===== src/rtl/xxh_pkg.sv =====
// Shared constants, command and status types, and helper functions for the XXH32 hash block.
package xxh_pkg;

    // Standard XXH32 primes.
    localparam logic [31:0] PRIME1 = 32'h9E37_79B1;
    localparam logic [31:0] PRIME2 = 32'h85EB_CA77;
    localparam logic [31:0] PRIME3 = 32'hC2B2_AE3D;
    localparam logic [31:0] PRIME4 = 32'h27D4_EB2F;
    localparam logic [31:0] PRIME5 = 32'h1656_67B1;

    // Lane 0 starts at seed + PRIME1 + PRIME2, taken modulo 2^32.
    localparam logic [31:0] LANE0_OFS = PRIME1 + PRIME2;

    // Byte count of a complete word.
    localparam logic [2:0] WORD_BYTES = 3'd4;

    // Datapath operations issued by the controller.
    typedef enum logic [3:0] {
        OP_NONE     = 4'd0,
        OP_LOAD     = 4'd1,
        OP_MUL_LANE = 4'd2,
        OP_MUL_WORD = 4'd3,
        OP_MUL_BYTE = 4'd4,
        OP_RND_LANE = 4'd5,
        OP_RND_WORD = 4'd6,
        OP_RND_BYTE = 4'd7,
        OP_H_START  = 4'd8,
        OP_ADD_L2   = 4'd9,
        OP_ADD_L3   = 4'd10,
        OP_ADD_LEN  = 4'd11,
        OP_AVAL1    = 4'd12,
        OP_AVAL2    = 4'd13,
        OP_EMIT     = 4'd14,
        OP_SPARE    = 4'd15
    } op_t;

    // Command from the controller: an operation and the lane, word or byte it acts on.
    typedef struct packed {
        op_t        op;
        logic [1:0] idx;
    } cmd_t;

    // Status from the datapath back to the controller.
    typedef struct packed {
        logic       seen;
        logic [1:0] wcount;
        logic [2:0] tail_cnt;
        logic       out_busy;
    } status_t;

    // Rotate left by r bit positions.
    function automatic logic [31:0] rotl32(input logic [31:0] x, input logic [4:0] r);
        return (x << r) | (x >> (6'd32 - {1'b0, r}));
    endfunction

    // A beat carries a whole word unless it is the last one with fewer than four bytes.
    function automatic logic whole_word(input logic last, input logic [2:0] count);
        return !last || (count >= WORD_BYTES);
    endfunction

endpackage


===== src/rtl/xxh32_stream_hash.sv =====
// Top level of the streaming XXH32 hash block.
//
//   Channel   Direction  Handshake          Payload
//   s_        in         s_valid / s_ready  s_data_word, s_byte_count, s_last
//   m_        out        m_valid / m_ready  m_hash_value
//   cfg_      in         cfg_wr_en          cfg_wr_data (hash seed)
//
// A beat that neither completes a stripe nor is last leaves the input open for the next beat.
// The beat that completes a stripe is followed by four lane rounds, each a multiply and a
// round step on the one shared 32x32 multiplier. A last beat then starts the hash, folds
// each leftover word and byte with a multiply and a round step, and ends with the avalanche
// and hand-over. Reset is synchronous and active low; it clears the seed, the message
// counters and flags and the output valid flag. A finished hash waits in the output register
// while the next message streams in; only the hand-over of the following hash waits for m_ready.
module xxh32_stream_hash (
    input  logic        aclk,
    input  logic        aresetn,
    input  logic        cfg_wr_en,
    input  logic [31:0] cfg_wr_data,
    input  logic        s_valid,
    output logic        s_ready,
    input  logic [31:0] s_data_word,
    input  logic [2:0]  s_byte_count,
    input  logic        s_last,
    output logic        m_valid,
    input  logic        m_ready,
    output logic [31:0] m_hash_value
);

    xxh_pkg::cmd_t    cmd;
    xxh_pkg::status_t status;

    xxh_ctrl u_ctrl (
        .aclk         (aclk),
        .aresetn      (aresetn),
        .s_valid      (s_valid),
        .s_last       (s_last),
        .s_byte_count (s_byte_count),
        .s_ready      (s_ready),
        .status       (status),
        .cmd          (cmd)
    );

    xxh_datapath u_datapath (
        .aclk         (aclk),
        .aresetn      (aresetn),
        .cfg_wr_en    (cfg_wr_en),
        .cfg_wr_data  (cfg_wr_data),
        .s_data_word  (s_data_word),
        .s_byte_count (s_byte_count),
        .s_last       (s_last),
        .cmd          (cmd),
        .status       (status),
        .m_ready      (m_ready),
        .m_valid      (m_valid),
        .m_hash_value (m_hash_value)
    );

    // A hash is only written into a free output register.
    assert property (@(posedge aclk) disable iff (!aresetn)
        (cmd.op == xxh_pkg::OP_EMIT) |-> !(m_valid && !m_ready))
        else $error("hash emitted over a result that has not been taken");

    // A result appears only after a hash was emitted.
    assert property (@(posedge aclk) disable iff (!aresetn)
        $rose(m_valid) |-> $past(cmd.op == xxh_pkg::OP_EMIT))
        else $error("result beat without an emitted hash");

    // Emitting a hash leaves clean message state and an open input.
    assert property (@(posedge aclk) disable iff (!aresetn)
        (cmd.op == xxh_pkg::OP_EMIT) |=>
            (status.wcount == 2'd0 && !status.seen && s_ready))
        else $error("message state not cleared after the hash");

endmodule


===== src/rtl/xxh_datapath.sv =====
// Datapath of the XXH32 hash block: message state, the shared multiplier and the output register.
module xxh_datapath (
    input  logic              aclk,
    input  logic              aresetn,
    input  logic              cfg_wr_en,
    input  logic [31:0]       cfg_wr_data,
    input  logic [31:0]       s_data_word,
    input  logic [2:0]        s_byte_count,
    input  logic              s_last,
    input  xxh_pkg::cmd_t     cmd,
    output xxh_pkg::status_t  status,
    input  logic              m_ready,
    output logic              m_valid,
    output logic [31:0]       m_hash_value
);

    // Control state.
    logic [31:0] seed_reg, seed_next;
    logic [1:0]  wptr_reg, wptr_next;
    logic [31:0] total_reg, total_next;
    logic        seen_reg, seen_next;
    logic [2:0]  tail_cnt_reg, tail_cnt_next;
    logic        out_valid_reg, out_valid_next;

    // Payload state.
    logic [31:0] stripe_reg [4];
    logic [31:0] stripe_next [4];
    logic [31:0] lane_reg [4];
    logic [31:0] lane_next [4];
    logic [31:0] tail_word_reg, tail_word_next;
    logic [31:0] prod_reg, prod_next;
    logic [31:0] h_reg, h_next;
    logic [31:0] hash_reg, hash_next;

    // Shared multiplier operands and result.
    logic [31:0] mul_a;
    logic [31:0] mul_b;
    logic [31:0] mul_res;
    logic [7:0]  tail_byte;

    assign tail_byte = tail_word_reg[{cmd.idx, 3'b000} +: 8];

    // Operand selection for the single multiplier.
    always_comb begin
        mul_a = '0;
        mul_b = '0;
        case (cmd.op)
            xxh_pkg::OP_MUL_LANE: begin
                mul_a = stripe_reg[cmd.idx];
                mul_b = xxh_pkg::PRIME2;
            end
            xxh_pkg::OP_MUL_WORD: begin
                mul_a = stripe_reg[cmd.idx];
                mul_b = xxh_pkg::PRIME3;
            end
            xxh_pkg::OP_MUL_BYTE: begin
                mul_a = {24'd0, tail_byte};
                mul_b = xxh_pkg::PRIME5;
            end
            xxh_pkg::OP_RND_LANE: begin
                mul_a = xxh_pkg::rotl32(lane_reg[cmd.idx] + prod_reg, 5'd13);
                mul_b = xxh_pkg::PRIME1;
            end
            xxh_pkg::OP_RND_WORD: begin
                mul_a = xxh_pkg::rotl32(h_reg + prod_reg, 5'd17);
                mul_b = xxh_pkg::PRIME4;
            end
            xxh_pkg::OP_RND_BYTE: begin
                mul_a = xxh_pkg::rotl32(h_reg + prod_reg, 5'd11);
                mul_b = xxh_pkg::PRIME1;
            end
            xxh_pkg::OP_AVAL1: begin
                mul_a = h_reg ^ (h_reg >> 15);
                mul_b = xxh_pkg::PRIME2;
            end
            xxh_pkg::OP_AVAL2: begin
                mul_a = h_reg ^ (h_reg >> 13);
                mul_b = xxh_pkg::PRIME3;
            end
            default: begin
                mul_a = '0;
                mul_b = '0;
            end
        endcase
    end

    assign mul_res = mul_a * mul_b;

    // Next-state logic for every register.
    always_comb begin
        seed_next      = seed_reg;
        wptr_next      = wptr_reg;
        total_next     = total_reg;
        seen_next      = seen_reg;
        tail_cnt_next  = tail_cnt_reg;
        out_valid_next = out_valid_reg;
        stripe_next    = stripe_reg;
        lane_next      = lane_reg;
        tail_word_next = tail_word_reg;
        prod_next      = prod_reg;
        h_next         = h_reg;
        hash_next      = hash_reg;

        if (cfg_wr_en) begin
            seed_next = cfg_wr_data;
        end
        if (out_valid_reg && m_ready) begin
            out_valid_next = 1'b0;
        end

        case (cmd.op)
            xxh_pkg::OP_LOAD: begin
                if (xxh_pkg::whole_word(s_last, s_byte_count)) begin
                    stripe_next[wptr_reg] = s_data_word;
                    wptr_next             = wptr_reg + 2'd1;
                    total_next            = total_reg + 32'd4;
                    tail_cnt_next         = 3'd0;
                    // The first complete stripe seeds the lanes.
                    if (wptr_reg == 2'd3 && !seen_reg) begin
                        lane_next[0] = seed_reg + xxh_pkg::LANE0_OFS;
                        lane_next[1] = seed_reg + xxh_pkg::PRIME2;
                        lane_next[2] = seed_reg;
                        lane_next[3] = seed_reg - xxh_pkg::PRIME1;
                        seen_next    = 1'b1;
                    end
                end else begin
                    total_next     = total_reg + 32'(s_byte_count);
                    tail_cnt_next  = s_byte_count;
                    tail_word_next = s_data_word;
                end
            end
            xxh_pkg::OP_MUL_LANE, xxh_pkg::OP_MUL_WORD, xxh_pkg::OP_MUL_BYTE: begin
                prod_next = mul_res;
            end
            xxh_pkg::OP_RND_LANE: begin
                lane_next[cmd.idx] = mul_res;
            end
            xxh_pkg::OP_RND_WORD, xxh_pkg::OP_RND_BYTE,
            xxh_pkg::OP_AVAL1, xxh_pkg::OP_AVAL2: begin
                h_next = mul_res;
            end
            xxh_pkg::OP_H_START: begin
                if (seen_reg) begin
                    h_next = xxh_pkg::rotl32(lane_reg[0], 5'd1)
                           + xxh_pkg::rotl32(lane_reg[1], 5'd7);
                end else begin
                    h_next = seed_reg + xxh_pkg::PRIME5;
                end
            end
            xxh_pkg::OP_ADD_L2: begin
                h_next = h_reg + xxh_pkg::rotl32(lane_reg[2], 5'd12);
            end
            xxh_pkg::OP_ADD_L3: begin
                h_next = h_reg + xxh_pkg::rotl32(lane_reg[3], 5'd18);
            end
            xxh_pkg::OP_ADD_LEN: begin
                h_next = h_reg + total_reg;
            end
            xxh_pkg::OP_EMIT: begin
                // Final avalanche step, then the message state returns to its start.
                hash_next      = h_reg ^ (h_reg >> 16);
                out_valid_next = 1'b1;
                wptr_next      = 2'd0;
                total_next     = '0;
                seen_next      = 1'b0;
                tail_cnt_next  = 3'd0;
            end
            default: begin
            end
        endcase
    end

    // Control registers.
    always_ff @(posedge aclk) begin
        if (!aresetn) begin
            seed_reg      <= '0;
            wptr_reg      <= 2'd0;
            total_reg     <= '0;
            seen_reg      <= 1'b0;
            tail_cnt_reg  <= 3'd0;
            out_valid_reg <= 1'b0;
        end else begin
            seed_reg      <= seed_next;
            wptr_reg      <= wptr_next;
            total_reg     <= total_next;
            seen_reg      <= seen_next;
            tail_cnt_reg  <= tail_cnt_next;
            out_valid_reg <= out_valid_next;
        end
    end

    // Payload registers.
    always_ff @(posedge aclk) begin
        stripe_reg    <= stripe_next;
        lane_reg      <= lane_next;
        tail_word_reg <= tail_word_next;
        prod_reg      <= prod_next;
        h_reg         <= h_next;
        hash_reg      <= hash_next;
    end

    // Status back to the controller.
    assign status.seen     = seen_reg;
    assign status.wcount   = wptr_reg;
    assign status.tail_cnt = tail_cnt_reg;
    assign status.out_busy = out_valid_reg && !m_ready;

    assign m_valid      = out_valid_reg;
    assign m_hash_value = hash_reg;

endmodule


===== src/rtl/xxh_ctrl.sv =====
// Controller of the XXH32 hash block: sequences stripe absorption and hash finishing.
module xxh_ctrl (
    input  logic              aclk,
    input  logic              aresetn,
    input  logic              s_valid,
    input  logic              s_last,
    input  logic [2:0]        s_byte_count,
    output logic              s_ready,
    input  xxh_pkg::status_t  status,
    output xxh_pkg::cmd_t     cmd
);

    typedef enum logic [13:0] {
        ST_IDLE   = 14'b00_0000_0000_0001,
        ST_LMUL   = 14'b00_0000_0000_0010,
        ST_LRND   = 14'b00_0000_0000_0100,
        ST_HSTART = 14'b00_0000_0000_1000,
        ST_HADD2  = 14'b00_0000_0001_0000,
        ST_HADD3  = 14'b00_0000_0010_0000,
        ST_HLEN   = 14'b00_0000_0100_0000,
        ST_WMUL   = 14'b00_0000_1000_0000,
        ST_WRND   = 14'b00_0001_0000_0000,
        ST_BMUL   = 14'b00_0010_0000_0000,
        ST_BRND   = 14'b00_0100_0000_0000,
        ST_AV1    = 14'b00_1000_0000_0000,
        ST_AV2    = 14'b01_0000_0000_0000,
        ST_EMIT   = 14'b10_0000_0000_0000
    } state_t;

    state_t     state_reg, state_next;
    logic [1:0] k_reg, k_next;
    logic       last_reg, last_next;

    assign s_ready = (state_reg == ST_IDLE);

    // State transitions and command generation.
    always_comb begin
        state_next = state_reg;
        k_next     = k_reg;
        last_next  = last_reg;
        cmd.op     = xxh_pkg::OP_NONE;
        cmd.idx    = k_reg;

        case (state_reg)
            ST_IDLE: begin
                if (s_valid) begin
                    cmd.op    = xxh_pkg::OP_LOAD;
                    last_next = s_last;
                    k_next    = 2'd0;
                    if (xxh_pkg::whole_word(s_last, s_byte_count) && status.wcount == 2'd3) begin
                        state_next = ST_LMUL;
                    end else if (s_last) begin
                        state_next = ST_HSTART;
                    end
                end
            end
            // Four lane rounds, each a multiply then an add-rotate-multiply.
            ST_LMUL: begin
                cmd.op     = xxh_pkg::OP_MUL_LANE;
                state_next = ST_LRND;
            end
            ST_LRND: begin
                cmd.op = xxh_pkg::OP_RND_LANE;
                k_next = k_reg + 2'd1;
                if (k_reg == 2'd3) begin
                    state_next = last_reg ? ST_HSTART : ST_IDLE;
                end else begin
                    state_next = ST_LMUL;
                end
            end
            // Start value: lane merge or the short-message form.
            ST_HSTART: begin
                cmd.op     = xxh_pkg::OP_H_START;
                state_next = status.seen ? ST_HADD2 : ST_HLEN;
            end
            ST_HADD2: begin
                cmd.op     = xxh_pkg::OP_ADD_L2;
                state_next = ST_HADD3;
            end
            ST_HADD3: begin
                cmd.op     = xxh_pkg::OP_ADD_L3;
                state_next = ST_HLEN;
            end
            ST_HLEN: begin
                cmd.op = xxh_pkg::OP_ADD_LEN;
                k_next = 2'd0;
                if (status.wcount != 2'd0) begin
                    state_next = ST_WMUL;
                end else if (status.tail_cnt != 3'd0) begin
                    state_next = ST_BMUL;
                end else begin
                    state_next = ST_AV1;
                end
            end
            // Fold the leftover whole words.
            ST_WMUL: begin
                cmd.op     = xxh_pkg::OP_MUL_WORD;
                state_next = ST_WRND;
            end
            ST_WRND: begin
                cmd.op = xxh_pkg::OP_RND_WORD;
                if (k_reg == status.wcount - 2'd1) begin
                    k_next     = 2'd0;
                    state_next = (status.tail_cnt != 3'd0) ? ST_BMUL : ST_AV1;
                end else begin
                    k_next     = k_reg + 2'd1;
                    state_next = ST_WMUL;
                end
            end
            // Fold the leftover bytes of a short last beat.
            ST_BMUL: begin
                cmd.op     = xxh_pkg::OP_MUL_BYTE;
                state_next = ST_BRND;
            end
            ST_BRND: begin
                cmd.op = xxh_pkg::OP_RND_BYTE;
                if (k_reg == status.tail_cnt[1:0] - 2'd1) begin
                    k_next     = 2'd0;
                    state_next = ST_AV1;
                end else begin
                    k_next     = k_reg + 2'd1;
                    state_next = ST_BMUL;
                end
            end
            ST_AV1: begin
                cmd.op     = xxh_pkg::OP_AVAL1;
                state_next = ST_AV2;
            end
            ST_AV2: begin
                cmd.op     = xxh_pkg::OP_AVAL2;
                state_next = ST_EMIT;
            end
            // Hand the hash over once the output register is free.
            ST_EMIT: begin
                if (!status.out_busy) begin
                    cmd.op     = xxh_pkg::OP_EMIT;
                    state_next = ST_IDLE;
                end
            end
            default: begin
                state_next = ST_IDLE;
            end
        endcase
    end

    always_ff @(posedge aclk) begin
        if (!aresetn) begin
            state_reg <= ST_IDLE;
            k_reg     <= 2'd0;
            last_reg  <= 1'b0;
        end else begin
            state_reg <= state_next;
            k_reg     <= k_next;
            last_reg  <= last_next;
        end
    end

endmodule

===== config.mk =====
export PLATFORM = sky130hd
export DESIGN_NAME = xxh32_stream_hash
export DESIGN_NICKNAME = d
export VERILOG_FILES = /design/src/rtl/xxh_pkg.sv /design/src/rtl/xxh32_stream_hash.sv /design/src/rtl/xxh_datapath.sv /design/src/rtl/xxh_ctrl.sv
export SDC_FILE = /design/constraint.sdc
export NUM_CORES = 2
export LEC_CHECK = 0
export BUFFER_PORTS_ARGS = -buffer_cell sky130_fd_sc_hd__buf_2
export CAP_MARGIN = 20
export CORE_ASPECT_RATIO = 1.2
export CORE_MARGIN = 4
export CORE_UTILIZATION = 55
export CTS_CLUSTER_DIAMETER = 120
export DETAILED_ROUTE_END_ITERATION = 10
export GPL_TIMING_DRIVEN = 0
export HOLD_SLACK_MARGIN = 0.12
export PLACE_DENSITY_LB_ADDON = 0.08
export REMOVE_ABC_BUFFERS = 1
export SYNTH_ARGS = -nofsm -noshare
export SYNTH_HDL_FRONTEND = slang
export SYNTH_HIERARCHICAL = 1
export SYNTH_SLANG_ARGS = --single-unit

===== constraint.sdc =====
create_clock -name aclk -period 18.1 [get_ports aclk]
set_clock_uncertainty 0.15 [all_clocks]
set_input_delay 3.62 -clock aclk [delete_from_list [all_inputs] [get_ports aclk]]
set_output_delay 3.62 -clock aclk [all_outputs]
set_load 0.1 [all_outputs]

== Word level (Yosys, flattened, before mapping) ==
Index checks and enable logic that the tools add are counted.

* Register bits: 472
* Output and inout port bits: 34

* $add $sub $neg: 16
* Multipliers: 1
* Magnitude comparators: 5
* Equal/unequal tests: 37
* Shifts and indexed selects: 1
* Multiplexer cells: 49
* Bitwise gates (word level): 13
* Reduce and logical (&&, ||, !) cells: 31

{| class="wikitable"
|+ Operators by type and width
! operator !! number
|-
| case mux 32 bit (5 select lines) || 2
|-
| bitwise mux 128 bit || 2
|-
| 2-to-1 mux 128 bit || 2
|-
| 2-to-1 mux 32 bit || 8
|-
| case mux 128 bit (2 select lines) || 1
|-
| case mux 32 bit (7 select lines) || 1
|-
| case mux 14 bit (14 select lines) || 1
|-
| adder 32 bit || 6
|-
| binary-select mux 32 bit (select 2 bit) || 2
|-
| demux 32 bit (select 2 bit) || 2
|-
| 2-to-1 mux 14 bit || 7
|-
| case mux 32 bit (2 select lines) || 1
|-
| case mux 4 bit (14 select lines) || 1
|-
| adder 32 x 29 -> 32 bit (second input constant) || 1
|-
| adder 32 x 3 -> 32 bit || 1
|-
| adder 32 x 3 -> 32 bit (second input constant) || 1
|-
| adder 32 x 30 -> 32 bit (second input constant) || 1
|-
| adder 32 bit (second input constant) || 1
|-
| multiplier 32 x 32 -> 32 bit || 1
|-
| bitwise OR 32 x 1 -> 32 bit || 1
|-
| bitwise OR 32 x 11 -> 32 bit || 1
|-
| bitwise OR 32 x 12 -> 32 bit || 1
|-
| bitwise OR 32 x 13 -> 32 bit || 1
|-
| bitwise OR 32 x 17 -> 32 bit || 1
|-
| 57 further kinds || 106
|}

== Depth between registers and ports, before layout ==
* Depth after elaboration: 10
* Mapped depth: 56

== Hierarchy ==
The synthesis kept the hierarchy.

{| class="wikitable"
|+ Modules (own cells, without submodules)
! module !! times used !! cells each !! area each (um2)
|-
| xxh_datapath || 1 || 4,258 || 42,832.3
|-
| xxh_ctrl || 1 || 160 || 1,253.7
|}

== Worst setup path after synthesis ==
No wires, ideal clock.

* Path type: in2reg
* From: input m_ready
* To: register u_datapath.h_reg[31], data pin
* Setup time: 0.158 ns
* Arrival: 14.046 ns
* Data required time: 17.792 ns
* Setup slack: 3.746 ns
* Cell stages on the path: 42
* Path buffers: 3
* Cell sequence: nor2b_1 -> or4b_1 -> a21oi_1 -> or3_1 -> buf_2 -> nor2b_1 -> and3_1 -> buf_1 -> buf_1 -> a22oi_1 -> inv_1 -> a221o_1 -> a21oi_1 -> inv_1 -> nand2_1 -> nand2_1 -> fa_1 -> inv_1 -> [6 not listed] -> fa_1 -> xnor2_1 -> xnor2_1 -> xnor2_1 -> xnor2_1 -> xnor2_1 -> xnor2_1 -> xnor2_1 -> xnor3_1 -> xnor2_1 -> xnor2_1 -> xnor2_1 -> xnor3_1 -> xnor3_1 -> xnor2_1 -> xnor3_1 -> xnor3_2 -> o221ai_2

{| class="wikitable"
|+ RTL lines
! item !! line !! source
|-
| start: declaration || xxh32_stream_hash.sv:26 || <nowiki>input logic m_ready,</nowiki>
|-
| end signal: assignment || xxh_datapath.sv:198 || <nowiki>h_reg <= h_next;</nowiki>
|-
| end: declaration || xxh_datapath.sv:32 || <nowiki>logic [31:0] h_reg, h_next;</nowiki>
|}

==> metrics.cfg <==
[outcome]
status=complete, no violations

[power]
p_seq_share_pct=43.7
peakVddDrop_uv=82.7
swShare_pct=31.2
p_clk_share_pct=34.7
leakage_nw=20.3
intPower_mw=2.03
comb_power_share_pct=21.6
power_mw=2.96
p_per_area_mw_per_mm2=61.6
switchingPower_uw=922

[critical_path]
r2r_start=u_ctrl/state_reg[12]
reg2reg_setup_slack_ps=2640
max_stage_delay_ps=830
crit_buf_inv=5
rr_worst_depth=40
worst_ep_required_time_ps=18400
reg2reg_to=u_datapath/h_reg[31]
end_kind=register
path_class=in2reg
critPathMaxFanout=27
cp_slowest_cell=a21oi_1
path_delay_family=XOR/XNOR gates
crit_arrival_ps=17770
critPathLaunchType=input port
crit_path_frequent_cell=xnor2_1

[worst_hold_path]
hp-class=reg2reg
holdPathEnd=u_ctrl/last_reg
worstHoldPathCells=2
hp-start=u_ctrl/last_reg

[die]
die_x_um=266
die-area_mm2=0.0848
rows=113
die_h_um=318
start_util_pct=55.6
core-area_mm2=0.0793
ios=107

[clock_tree]
holdBufCountCts=0
cts_tree=yes
max-clock-path-buffers=3
htree_levels=2
cts_buffers=49
clk_latency_ps=640
clkSinkCount=472
root_buffer=clkbuf_16
clk_pin_slew_ps=70

[timing]
setup_viol=0
report.final.hold_viol_count=0
max_freq_ghz=0.0572
min_period_ps=17470
tightestPinTransition_ps=1420
max_slew_margin_pct=5.23
slew_viol_final=0
rsz0062_at_grt=no
finalCritPeriodShare_pct=96.5

[drt]
dr.pass1.iters=8
drt-initial-drc-count=3742
wl_um=162000
wl_per_cell_um=29.2
ant_nets=0
drc=0
num_vias=34300
via_per_inst=6.21

[synth]
ys_async_sr_fraction_pct=0
synth_cell_types=99
synth_top_area_share_pct=26.2
yosys.area.top_type=edfxtp_1
synth.avg_cell_area_um2=9.98
yosysWarnings=6
ys.flop_type=edfxtp_1
synth-seq-area-share_pct=30.2
ys_ff_latch=472
synth.most_common_cell=inv_1
synth_edf_count=384
synth_area_mm2=0.0441
synthCells=4418
synth.top_cells.by_area=edfxtp_1 (26%), fa_1 (19%), ha_1 (7.5%)
ys_top_cells_by_count=inv_1 (629), fa_1 (411), nand2_1 (395)

[layout]
area_delta_synth_final_pct=8.81
fin_nets=5206
final_core_util_pct=60.5
drive_gt1_share_pct=8.61
final_cells=5530

[global_route]
grt_pass1_vias=34300
antenna_found_initial=1
grt-ovfl-total=0
grt_max_degree=51
grt_use_total_pct=38.0
grt_pass1_wl_um=234000

[job]
maxCapViolations=0

[placed_design]
place_congestion=1.03
portBuffers=106
dp_hpwl_um=132000
dp.cells=5435

## through the flow
step,TNS [ps],hold WS [ps],setup WS [ps],instance area (um2)
2_1_floorplan,-7570,295,-1260,43300
3_3_place_gp,-1291630,309,-9860,45100
3_5_place_dp,0,322,48.0,46300
4_1_cts,0,331,635,47900
5_1_grt,0,360,85.5,48000
6_report,0,333,628,48000
## tightest hold or removal path, stage by stage, from the launching register on
cell and delay, ps:
dfxtp_1 320, nand2_1 60, a21oi_1 50
## kinds of logic (layout without fill, tap and decap cells)
family / count (synthesis) / in the layout / synth area share (%)
simple gates: 1086 / 1086 / 11.4
flops: 472 / 472 / 30.2
compound gates: 869 / 869 / 12.7
buf+inv: 821 / 896 / 7.12
fa+ha+maj: 677 / 677 / 26.2
mux: 150 / 150 / 5.51
other cells: 0 / 2 / 0
xor+xnor: 343 / 343 / 6.97
## repair_timing
| action | 4_1_cts | 5_1_grt |
|---|---|---|
| setup buffers | 0 | 0 |
| setup endpoints to repair | 0 | 2 |
| gates resized for setup | 0 | 1 |
## layer usage
metal  vias up  GRT usage [%]  part of all wire (%)
met1     17100           47.5                    38
met4         0           26.4                   9.1
met5         -              0                     0
li1      15200              -                     -
met2      1621           61.4                    46
met3       444           4.94                   6.9
## power groups by stage
stage	Clock (mW)	Combinational, mW	Sequential, mW
final	1.02	0.639	1.29
after global routing	1.08	0.679	1.30
after CTS	1.04	0.626	1.29
after detailed placement	0	0.621	1.31
after global placement	0	0.592	1.32
after floorplan	0	0.382	1.29
## cell type report
cell class              count  area (um2)
fillers                  6943       31300
inverters                 633        2380
repair buffers            175        1630
flip-flops and latches    472       13300
multi-input cells        3125       27800
clock buffers              63        1280
well taps                1035        1290
diodes                      2        5.00
clock inverters            25         312
## cells in the final DEF, fill, tap and decap left out, types with 14 or more instances in the layout
cell,synthesis,layout
inv_1,629,629
fa_1,411,411
nand2_1,395,393
edfxtp_1,384,384
nor2_1,295,291
ha_1,266,266
o21ai_0,202,201
a21oi_1,205,198
xnor2_1,191,189
xor2_1,147,147
buf_2,15,108
o22ai_1,87,87
dfxtp_1,88,85
nand3_1,77,77
mux2i_1,76,76
mux4_2,65,65
nor2b_1,63,61
a21o_1,58,58
clkbuf_16,0,49
nand2b_1,48,47
nor3_1,45,45
a211oi_1,39,39
o21bai_1,30,30
or3_1,29,29
and3_1,33,29
a31oi_1,26,26
a22oi_1,22,22
o21a_1,22,22
and2_1,22,22
a21boi_0,18,18
nor4_1,17,17
nand4_1,16,16
a221o_1,16,16
buf_4,4,16
o211ai_1,15,15
buf_12,0,15
clkbuf_1,135,14
or2_2,13,14
buf_8,0,14
## how the worst max path moves through the flow
stage | from | endpoint | cells past startpoint
after floorplan | s_valid | u_datapath/lane_reg[127] | 36
after detailed placement | m_ready | u_datapath/lane_reg[95] | 41
after global placement | s_valid | u_datapath/lane_reg[127] | 37
after global routing | m_ready | u_datapath/lane_reg[127] | 41
final | m_ready | u_datapath/h_reg[31] | 41
after CTS | m_ready | u_datapath/h_reg[31] | 41
Note: power is estimated with default switching activity, not from simulation.
